## src/rtl/core/glu_pkg.sv

```systemverilog
package glu_pkg;

  localparam int FIELD_W = 32;
  localparam int MULT_W  = 64;

  typedef struct packed {
    logic load;
    logic gcd;
    logic scale;
    logic div;
    logic mul;
    logic publish;
  } cmd_t;

  typedef struct packed {
    logic err;
    logic equal;
    logic k_zero;
    logic div_last;
  } stat_t;

endpackage

```

## src/rtl/core/glu_if.sv

```systemverilog
interface glu_op_if import glu_pkg::*; ();
  logic               valid;
  logic               ready;
  logic [FIELD_W-1:0] operand_x;
  logic [FIELD_W-1:0] operand_y;

  modport source (output valid, output operand_x, output operand_y, input ready);
  modport sink (input valid, input operand_x, input operand_y, output ready);
endinterface

interface glu_res_if import glu_pkg::*; ();
  logic               valid;
  logic               ready;
  logic [FIELD_W-1:0] divisor;
  logic [MULT_W-1:0]  multiple;
  logic               status;

  modport source (output valid, output divisor, output multiple, output status,
                  input ready);
  modport sink (input valid, input divisor, input multiple, input status,
                output ready);
endinterface

```

## src/rtl/core/glu_datapath.sv

```systemverilog
module glu_datapath import glu_pkg::*; #(
  parameter int W = 32
) (
  input  logic               clk,
  input  cmd_t               cmd,
  input  logic [FIELD_W-1:0] operand_x,
  input  logic [FIELD_W-1:0] operand_y,
  output stat_t              stat,
  output logic [FIELD_W-1:0] divisor,
  output logic [MULT_W-1:0]  multiple,
  output logic               status
);

  localparam int CW = $clog2(W);

  logic [W-1:0]   a;
  logic [W-1:0]   b;
  logic [CW-1:0]  k;
  logic           err;
  logic [W-1:0]   y_hold;
  logic [W-1:0]   rem;
  logic [W-1:0]   quo;
  logic [CW-1:0]  cnt;
  logic [2*W-1:0] prod;

  logic [W-1:0]   x_m;
  logic [W-1:0]   y_m;
  logic [W-1:0]   a_next;
  logic [W-1:0]   b_next;
  logic [CW-1:0]  k_next;
  logic [W-1:0]   diff_ab;
  logic [W-1:0]   diff_ba;
  logic [W:0]     trial;
  logic [W:0]     trial_sub;
  logic           trial_ge;

  assign x_m = operand_x[W-1:0];
  assign y_m = operand_y[W-1:0];

  // binary gcd step: strip common twos, strip lone twos, subtract odds
  always_comb begin
    a_next  = a;
    b_next  = b;
    k_next  = k;
    diff_ab = a - b;
    diff_ba = b - a;
    if (!a[0] && !b[0]) begin
      a_next = a >> 1;
      b_next = b >> 1;
      k_next = k + CW'(1);
    end else if (!a[0]) begin
      a_next = a >> 1;
    end else if (!b[0]) begin
      b_next = b >> 1;
    end else if (a > b) begin
      a_next = diff_ab >> 1;
    end else begin
      b_next = diff_ba >> 1;
    end
  end

  // restoring division of x by the gcd, one quotient bit per cycle
  always_comb begin
    trial     = {rem, quo[W-1]};
    trial_sub = trial - {1'b0, a};
    trial_ge  = (trial >= {1'b0, a});
  end

  always_ff @(posedge clk) begin
    if (cmd.load) begin
      a      <= x_m;
      b      <= y_m;
      k      <= '0;
      err    <= (x_m == '0) || (y_m == '0);
      y_hold <= y_m;
      rem    <= '0;
      quo    <= x_m;
      cnt    <= CW'(W - 1);
    end else if (cmd.gcd) begin
      a <= a_next;
      b <= b_next;
      k <= k_next;
    end else if (cmd.scale) begin
      a <= a << 1;
      k <= k - CW'(1);
    end else if (cmd.div) begin
      rem <= trial_ge ? trial_sub[W-1:0] : trial[W-1:0];
      quo <= {quo[W-2:0], trial_ge};
      cnt <= cnt - CW'(1);
    end else if (cmd.mul) begin
      prod <= {{W{1'b0}}, quo} * {{W{1'b0}}, y_hold};
    end
  end

  always_ff @(posedge clk) begin
    if (cmd.publish) begin
      divisor  <= err ? '0 : FIELD_W'(a);
      multiple <= err ? '0 : MULT_W'(prod);
      status   <= err;
    end
  end

  assign stat.err      = err;
  assign stat.equal    = (a == b);
  assign stat.k_zero   = (k == '0);
  assign stat.div_last = (cnt == '0);

endmodule

```

## src/rtl/core/glu_ctrl.sv

```systemverilog
module glu_ctrl import glu_pkg::*; (
  input  logic  clk,
  input  logic  rst,
  input  logic  in_valid,
  output logic  in_ready,
  output logic  out_valid,
  input  logic  out_ready,
  input  stat_t stat,
  output cmd_t  cmd
);

  typedef enum logic [5:0] {
    ST_IDLE  = 6'b000001,
    ST_GCD   = 6'b000010,
    ST_SCALE = 6'b000100,
    ST_DIV   = 6'b001000,
    ST_MUL   = 6'b010000,
    ST_HOLD  = 6'b100000
  } state_t;

  state_t state;
  state_t state_next;
  logic   out_valid_next;

  always_comb begin
    state_next     = state;
    cmd            = '0;
    in_ready       = 1'b0;
    out_valid_next = out_valid && !out_ready;
    unique case (state)
      ST_IDLE: begin
        in_ready = 1'b1;
        if (in_valid) begin
          cmd.load   = 1'b1;
          state_next = ST_GCD;
        end
      end
      ST_GCD: begin
        if (stat.err) begin
          state_next = ST_HOLD;
        end else if (stat.equal) begin
          state_next = ST_SCALE;
        end else begin
          cmd.gcd = 1'b1;
        end
      end
      ST_SCALE: begin
        if (stat.k_zero) begin
          state_next = ST_DIV;
        end else begin
          cmd.scale = 1'b1;
        end
      end
      ST_DIV: begin
        cmd.div = 1'b1;
        if (stat.div_last) begin
          state_next = ST_MUL;
        end
      end
      ST_MUL: begin
        cmd.mul    = 1'b1;
        state_next = ST_HOLD;
      end
      ST_HOLD: begin
        if (!out_valid || out_ready) begin
          cmd.publish    = 1'b1;
          out_valid_next = 1'b1;
          state_next     = ST_IDLE;
        end
      end
      default: begin
        state_next = ST_IDLE;
      end
    endcase
  end

  always_ff @(posedge clk) begin
    if (rst) begin
      state     <= ST_IDLE;
      out_valid <= 1'b0;
    end else begin
      state     <= state_next;
      out_valid <= out_valid_next;
    end
  end

endmodule

```

## src/rtl/core/gcd_lcm_unit_top.sv

```systemverilog
// GCD and LCM unit.
// The operands channel carries two unsigned operands; only the low
// OPERAND_WIDTH bits of each are used. The results channel returns one
// transfer per operand transfer: the greatest common divisor, the least
// common multiple at twice the operand width, and a status bit that is set,
// with both results zero, when either operand is zero.
// One pair is worked at a time. The gcd is found by a binary gcd loop of
// one shift or subtract per cycle, then the common power of two is restored
// one bit per cycle, x is divided by the gcd one quotient bit per cycle and
// the quotient is multiplied by y. A pair with a zero operand skips these
// steps and goes straight to the result.
// The result sits in an output register, so the next operand transfer is
// taken while a result waits; a stalled receiver holds the block only once
// the next result is ready to be published.
// Reset clears the controller and drops any pending result.
module gcd_lcm_unit_top import glu_pkg::*; #(
  parameter int OPERAND_WIDTH = 32
) (
  input logic       clk,
  input logic       rst,
  glu_op_if.sink    operands,
  glu_res_if.source results
);

  cmd_t               cmd;
  stat_t              stat;
  logic               out_valid;
  logic               in_ready;
  logic [FIELD_W-1:0] divisor;
  logic [MULT_W-1:0]  multiple;
  logic               status;

  glu_ctrl u_ctrl (
    .clk       (clk),
    .rst       (rst),
    .in_valid  (operands.valid),
    .in_ready  (in_ready),
    .out_valid (out_valid),
    .out_ready (results.ready),
    .stat      (stat),
    .cmd       (cmd)
  );

  glu_datapath #(
    .W (OPERAND_WIDTH)
  ) u_datapath (
    .clk       (clk),
    .cmd       (cmd),
    .operand_x (operands.operand_x),
    .operand_y (operands.operand_y),
    .stat      (stat),
    .divisor   (divisor),
    .multiple  (multiple),
    .status    (status)
  );

  assign operands.ready   = in_ready;
  assign results.valid    = out_valid;
  assign results.divisor  = divisor;
  assign results.multiple = multiple;
  assign results.status   = status;

endmodule

```

## src/flat_wrapper.sv

```systemverilog
// flat-port wrapper written by rule: the top's interface ports become plain ports
module gcd_lcm_unit_top_flat import glu_pkg::*;
#(
  parameter int OPERAND_WIDTH = 32
)
  (clk, rst, operands_valid, operands_operand_x, operands_operand_y, operands_ready, results_valid, results_divisor, results_multiple, results_status, results_ready);
  glu_op_if operands_i ();
  glu_res_if results_i ();
  input logic clk;
  input logic rst;
  input wire logic [$bits(operands_i.valid)-1:0] operands_valid;
  input wire logic [$bits(operands_i.operand_x)-1:0] operands_operand_x;
  input wire logic [$bits(operands_i.operand_y)-1:0] operands_operand_y;
  output wire logic [$bits(operands_i.ready)-1:0] operands_ready;
  output wire logic [$bits(results_i.valid)-1:0] results_valid;
  output wire logic [$bits(results_i.divisor)-1:0] results_divisor;
  output wire logic [$bits(results_i.multiple)-1:0] results_multiple;
  output wire logic [$bits(results_i.status)-1:0] results_status;
  input wire logic [$bits(results_i.ready)-1:0] results_ready;
  assign operands_i.valid = operands_valid;
  assign operands_i.operand_x = operands_operand_x;
  assign operands_i.operand_y = operands_operand_y;
  assign operands_ready = operands_i.ready;
  assign results_valid = results_i.valid;
  assign results_divisor = results_i.divisor;
  assign results_multiple = results_i.multiple;
  assign results_status = results_i.status;
  assign results_i.ready = results_ready;
  gcd_lcm_unit_top #(.OPERAND_WIDTH(OPERAND_WIDTH)) u_core (.clk(clk), .rst(rst), .operands(operands_i), .results(results_i));
endmodule
```

## config.mk

```make
export PLATFORM = sky130hd
export DESIGN_NAME = gcd_lcm_unit_top_flat
export DESIGN_NICKNAME = d
export VERILOG_FILES = /design/src/rtl/core/glu_pkg.sv /design/src/rtl/core/glu_if.sv /design/src/rtl/core/glu_datapath.sv /design/src/rtl/core/glu_ctrl.sv /design/src/rtl/core/gcd_lcm_unit_top.sv /design/src/flat_wrapper.sv
export SDC_FILE = /design/constraint.sdc
export NUM_CORES = 2
export LEC_CHECK = 0
export ABC_AREA = 1
export BUFFER_PORTS_ARGS = -buffer_cell sky130_fd_sc_hd__buf_2
export CAP_MARGIN = 20
export CELL_PAD_IN_SITES_DETAIL_PLACEMENT = 2
export CELL_PAD_IN_SITES_GLOBAL_PLACEMENT = 2
export CORE_MARGIN = 4
export CORE_UTILIZATION = 39
export CTS_CLUSTER_SIZE = 24
export DETAILED_ROUTE_END_ITERATION = 16
export HOLD_SLACK_MARGIN = 0.05
export PLACE_DENSITY = 0.84
export SLEW_MARGIN = 5
export SYNTH_ARGS = -nofsm -noshare
export SYNTH_HDL_FRONTEND = slang
export SYNTH_SLANG_ARGS = --single-unit
```

## constraint.sdc

```tcl
create_clock -name clk -period 8.4 [get_ports clk]
set_input_delay 0.84 -clock clk [delete_from_list [all_inputs] [get_ports clk]]
set_output_delay 0.84 -clock clk [all_outputs]
set_load 0.01 [all_outputs]
```

## After elaboration in Yosys (flattened, before gate mapping)

Cells that the tools add are included.

- Add/subtract/negate cells: 6
- $mul: 1
- Magnitude comparators: 2
- Equal/unequal tests: 18
- Mux-type cells: 42
- Bitwise operators: 4
- Reduce and logical (&&, ||, !) cells: 25

Operator list:

| operator | number |
|---|---|
| 32-bit two-way mux | 18 |
| 32-bit subtractor | 3 |
| 32-bit logical NOT | 2 |
| 32-bit by 32-bit multiplier with 64-bit output | 1 |
| 6-bit two-way mux | 6 |
| 6-bit one-hot mux with 6 select lines | 1 |
| 33-bit by 32-bit greater-or-equal comparator with 1-bit output | 1 |
| 32-bit equality test | 1 |
| 32-bit > comparator | 1 |
| 5-bit two-way mux | 3 |
| 1-bit two-way mux | 14 |
| 3-bit AND reduction | 4 |
| 5-bit logical NOT | 2 |
| 5-bit by 4-bit != test with 1-bit output (second input constant) | 2 |
| 5-bit AND reduction | 2 |
| 5-bit by 1-bit subtractor with 5-bit output (second input constant) | 2 |
| 2-bit by 1-bit != test with 1-bit output (second input constant) | 4 |
| 6-bit by 1-bit equality test with 1-bit output (second input constant) | 1 |
| 6-bit by 2-bit equality test with 1-bit output (second input constant) | 1 |
| 6-bit by 3-bit equality test with 1-bit output (second input constant) | 1 |
| 6-bit by 4-bit equality test with 1-bit output (second input constant) | 1 |
| 6-bit by 5-bit equality test with 1-bit output (second input constant) | 1 |
| 6-bit equality test (second input constant) | 1 |
| 2-bit != test (second input constant) | 3 |
| 10 further kinds | 22 |

- Register bits after elaboration: 339
- Input port bits: 68
- Word-level logic and storage cells: 114

## Logic depth before layout (Yosys ltp)

- Depth after elaboration: 7
- Mapped depth: 33
- Mapped depth without buffers: 31

## Cells and area by module

A second synthesis with hierarchy kept.

- Cells, all modules: 7,305
- Area total of the unflattened synthesis: 55,909.9 sq um

Modules (own cells, without submodules):

| module | times used | cells each | area an instance (sq um) | sequential area each (sq um) |
|---|---|---|---|---|
| glu_datapath | 1 | 7,224 | 55,406.9 | 9,549.2 |
| glu_ctrl | 1 | 81 | 503.0 | 140.1 |

## Worst setup path after synthesis

OpenSTA, ideal clock, no wires.

- Path kind: reg-to-reg
- Start point: reg u_core.u_datapath.quo[15]
- End point: reg u_core.u_datapath.prod[62], data pin
- Arrival time: 6.284 ns
- Required time: 8.148 ns
- Slack: 1.864 ns
- Stages on the path, launching flop included: 27
- Buffers on the path: 2
- Clock period less this slack: 6.536 ns
- Path through: edfxtp_1 -> clkbuf_1 -> clkbuf_1 -> nand2_1 -> inv_1 -> fa_1 -> fa_1 -> inv_1 -> fa_1 -> fa_1 -> fa_1 -> inv_1 -> fa_1 -> fa_1 -> inv_1 -> fa_1 -> inv_1 -> ha_1 -> nand2_1 -> nor2_1 -> nand2_1 -> nor3_1 -> nand2_1 -> o211ai_1 -> nand2_1 -> nand3_1 -> nand2_1

- Cells in the longest elaborated chain, start to end: 1

RTL lines:

| what | line | text |
|---|---|---|
| from (decl) | glu_datapath.sv:22 | `logic [W-1:0] quo;` |
| from (signal assigned) | glu_datapath.sv:77 | `quo <= x_m;` |
| from (signal assigned) | glu_datapath.sv:88 | `quo <= {quo[W-2:0], trial_ge};` |
| 32-bit by 32-bit multiplier with 64-bit output | glu_datapath.sv:91 | `prod <= {{W{1'b0}}, quo} * {{W{1'b0}}, y_hold};` |
| to (signal assigned) | glu_datapath.sv:91 |  |
| to (decl) | glu_datapath.sv:24 | `logic [2*W-1:0] prod;` |

No other way between the ends.
A chain may end at the register's enable or synchronous reset.

## Worst setup path after layout

- Start point: reg u_core.u_datapath.y_hold[28]
- End point: reg u_core.u_datapath.prod[45], data pin

- Cells in the longest elaborated chain, start to end: 1

RTL lines:

| what | line | text |
|---|---|---|
| from (decl) | glu_datapath.sv:20 | `logic [W-1:0] y_hold;` |
| from (signal assigned) | glu_datapath.sv:75 | `y_hold <= y_m;` |
| 32-bit by 32-bit multiplier with 64-bit output | glu_datapath.sv:91 |  |

No other way between the ends.

==> run summary <==
status: finished, violations left
failing checks: setup timing
row count: 138
DIE AREA: 0.149 sq mm
Iter 0 DRT Violations: 3,903
synthesized instance count: 7,363
Final nets: 8,793
fmax: 0.111 GHz
largest net degree at the start of global routing: 68
syn_nets: 8,694
Worst setup EP type: flip-flop
Post-synth EDFFs: 290
Worst Path Arrival: 9.43 ns
Vias/cell: 5.59
vias in the first global route: 61,000
Die X: 386 microns
mux cell area share after synthesis: 0
Final Hold Vio Count: 0
Worst EP required: 8.84 ns
fin crit share: 1.07
first-pass GRT wire length: 392,000 microns
PortBufs: 166
CTS Root Buffer Type: clkbuf_16
type of origin of the critical path: flip-flop
RePlAce Congestion: 0.935
min cycle time layout: 8.99 ns
H-Tree Level Count: 2
initial antenna violation count: 5
Clock Tree Buf Depth: 3
post-route ant nets: 0
drt wl/cell: 30.5 microns
Worst Max-Slew Pin Slew: 1.19 ns
Vias: 52,500
Die Y: 386 microns
GRT Resource Usage Total: 0.356
Area Overhead vs Synth: 9.41%
register bit total from synthesis: 339
Final setup viols: 20
Max Transition Viols Final: 0
asr flop ratio synth: 0
Post-Synth XOR/XNOR Area: 0.0147
Seq/Total Area, Yosys: 0.174
Post-Route Skew: 0.0618 ns
dominant synthesized flop cell: edfxtp_1
Syn Area/Cell: 7.58 sq um
Synth Area in Compound Gates: 0.0406
starting density of the core: 0.393
layout cells sized above 1: 0.0632
Total Wirelength: 286,000 microns
Synth Area in Simple Gates: 0.209
Hold/Removal Path Class: in2reg
clock insertion delay at the later pin of the skew report: 0.69 ns
Post-CTS Hold Fix Bufs: 0
Synth Area in Adders: 0.404
main combinational cell family by area after synthesis: adder cells
synth unique cells: 49
worst setup margin: -0.595 ns
CTS Buf Count: 46
Pre-Repair DR Iteration Count: 6
DRC Markers: 0
CP Class: reg2reg
clock sinks: 339
IO Pins: 167
clock slew at reported path FFs: 0.08 ns
synth warn: 0
core footprint: 0.142 sq mm
Max-Cap Viols: 0
pre-CTS WS: -0.00688 ns
Rel. slew slack: 0.208
CTS tree: done
Post-Syn Area: 0.0558 sq mm
post-detail-place hpwl: 221,000 microns
total grt overflow: 0
Critical Path Fanout Max: 24
==> metal layers <==
layer	up-vias	GRT usage	wire length [microns]
met4	0	0.286	34000
met1	26800	0.361	93700
li1	21500	-	-
met3	1522	0.0513	17100
met5	-	0	0
met2	2673	0.651	142000
==> worst paths after layout <==
| check | start | end | slack, ns | depth (start not counted) |
|---|---|---|---|---|
| max | u_core.u_datapath.y_hold[28] | u_core.u_datapath.prod[45] | -0.59 | 20 |
| min | rst | u_core.u_ctrl.state[3] | 0.44 | 2 |
| max reg2reg | u_core.u_datapath.y_hold[28] | u_core.u_datapath.prod[45] | -0.59 | 20 |
| min reg2reg | u_core.u_datapath.rem[20] | u_core.u_datapath.rem[20] | 0.48 | 2 |
==> sequential cells by signal, summed over array words and instances, names as in the netlist <==
name / count
u_core.u_ctrl.out_valid: 1
u_core.u_ctrl.state: 6
u_core.u_datapath.a: 32
u_core.u_datapath.b: 32
u_core.u_datapath.cnt: 5
u_core.u_datapath.divisor: 32
u_core.u_datapath.err: 1
u_core.u_datapath.k: 5
u_core.u_datapath.multiple: 64
u_core.u_datapath.prod: 64
u_core.u_datapath.quo: 32
u_core.u_datapath.rem: 32
u_core.u_datapath.status: 1
u_core.u_datapath.y_hold: 32
==> per-stage QoR <==
stage	hold WS, ns	TNS, ns	instance area [sq um]	utilization	instances
3_5_place_dp	0.468	-0.00688	59000	0.415	9260
4_1_cts	0.389	0	60600	0.427	9350
6_report	0.444	-3.34	61100	0.430	9394
2_1_floorplan	0.424	0	55800	-	7363
5_1_grt	0.437	-4.85	61100	0.430	9390
3_3_place_gp	0.456	0	59000	0.415	9260
==> final cells by class <==
cell class	count	area, sq um
Clock buffer	48	1160
Tap cell	1890	2360
Multi-Input combinational cell	4692	37300
Inverter	2032	7630
Fill cell	16500	80800
Antenna cell	5	12.5
Timing Repair Buffer	351	2470
Sequential cell	339	9690
Clock inverter	37	429
==> layout by cell type, fill, tap and decap left out, types with 3 or more instances in the layout <==
master | Yosys | final
a211oi_1 | 3 | 3
a21boi_0 | 3 | 3
a21o_1 | 6 | 6
a21oi_1 | 227 | 226
buf_12 | 0 | 19
buf_2 | 34 | 166
buf_4 | 0 | 164
bufinv_16 | 0 | 5
clkbuf_16 | 0 | 46
clkinv_1 | 0 | 7
clkinv_16 | 0 | 3
clkinv_2 | 0 | 10
clkinv_4 | 0 | 6
clkinvlp_4 | 0 | 3
dfxtp_1 | 49 | 49
diode_2 | 0 | 5
edfxtp_1 | 290 | 290
fa_1 | 900 | 900
ha_1 | 363 | 363
inv_1 | 2022 | 2020
inv_2 | 8 | 8
inv_6 | 0 | 4
nand2_1 | 2176 | 2175
nand2_2 | 8 | 9
nand2_4 | 7 | 7
nand3_1 | 175 | 175
nand3b_1 | 49 | 49
nand4_1 | 37 | 37
nor2_1 | 401 | 400
nor2_2 | 3 | 4
nor3_1 | 17 | 17
nor4_1 | 22 | 21
o211ai_1 | 4 | 4
o21ai_0 | 102 | 102
o21ai_1 | 47 | 47
o21bai_1 | 24 | 24
or2_2 | 4 | 4
xnor2_1 | 38 | 38
xor2_1 | 56 | 55
==> synthesized netlist by cell type, types with 3 or more instances <==
library cell	number	area, sq um
a21boi_0	3	22.5
xor2_1	56	490
nor4_1	22	138
or2_2	4	25.0
nor2_2	3	18.8
nand2_1	2176	8170
nor3_1	17	85.1
clkbuf_2	4	20.0
nand3b_1	49	368
o211ai_1	4	30.0
a21oi_1	227	1140
nand2_2	8	50.1
nand4_1	37	231
inv_2	8	30.0
edfxtp_1	290	8710
dfxtp_1	49	981
ha_1	363	4540
o21bai_1	24	180
buf_2	34	170
a21o_1	6	45.0
fa_1	900	18000
clkbuf_1	250	938
o21ai_1	47	235
inv_1	2022	7590
nand2_4	7	78.8
nor2_1	401	1510
o21ai_0	102	510
buf_6	5	56.3
nand3_1	175	876
a211oi_1	3	22.5
xnor2_1	38	333
buf_1	7	26.3
==> timing repair <==
item | in CTS | in global routing
gates resized for setup | 0 | 1
buffers inserted | 5 | 39
endpoints found under the setup margin | 2 | 16
pin swaps | 0 | 1
hold endpoints to repair | 0 | 0
==> worst max-delay path, cell delays in order (launching register included) <==
cell and delay, ns:
edfxtp_1 0.78, buf_4 0.46, nand2_1 0.31, fa_1 0.66, inv_1 0.09, fa_1 0.59
fa_1 0.49, fa_1 0.55, fa_1 0.45, fa_1 0.52, fa_1 0.67, inv_1 0.11
fa_1 0.53, inv_1 0.06, ha_1 0.53, nand2_1 0.20, o21ai_0 0.33, a21oi_1 0.17
o21ai_0 0.58, nand3b_1 0.30, xor2_1 0.33
==> kinds of logic (layout without fill, tap and decap cells) <==
logic type | after synthesis | after routing
DFF | 339 | 339
xor gates and xnor gates | 94 | 94
adders and majority gates | 1263 | 1263
and+or+nand+nor | 2909 | 2909
AOI/OAI and AO/OA | 426 | 426
buffers and inverters | 2332 | 2468
other | 0 | 5
Power is left out: the tool's default activity adds up to more than one toggle a clock period on the data nets, which glitch-free logic cannot reach.
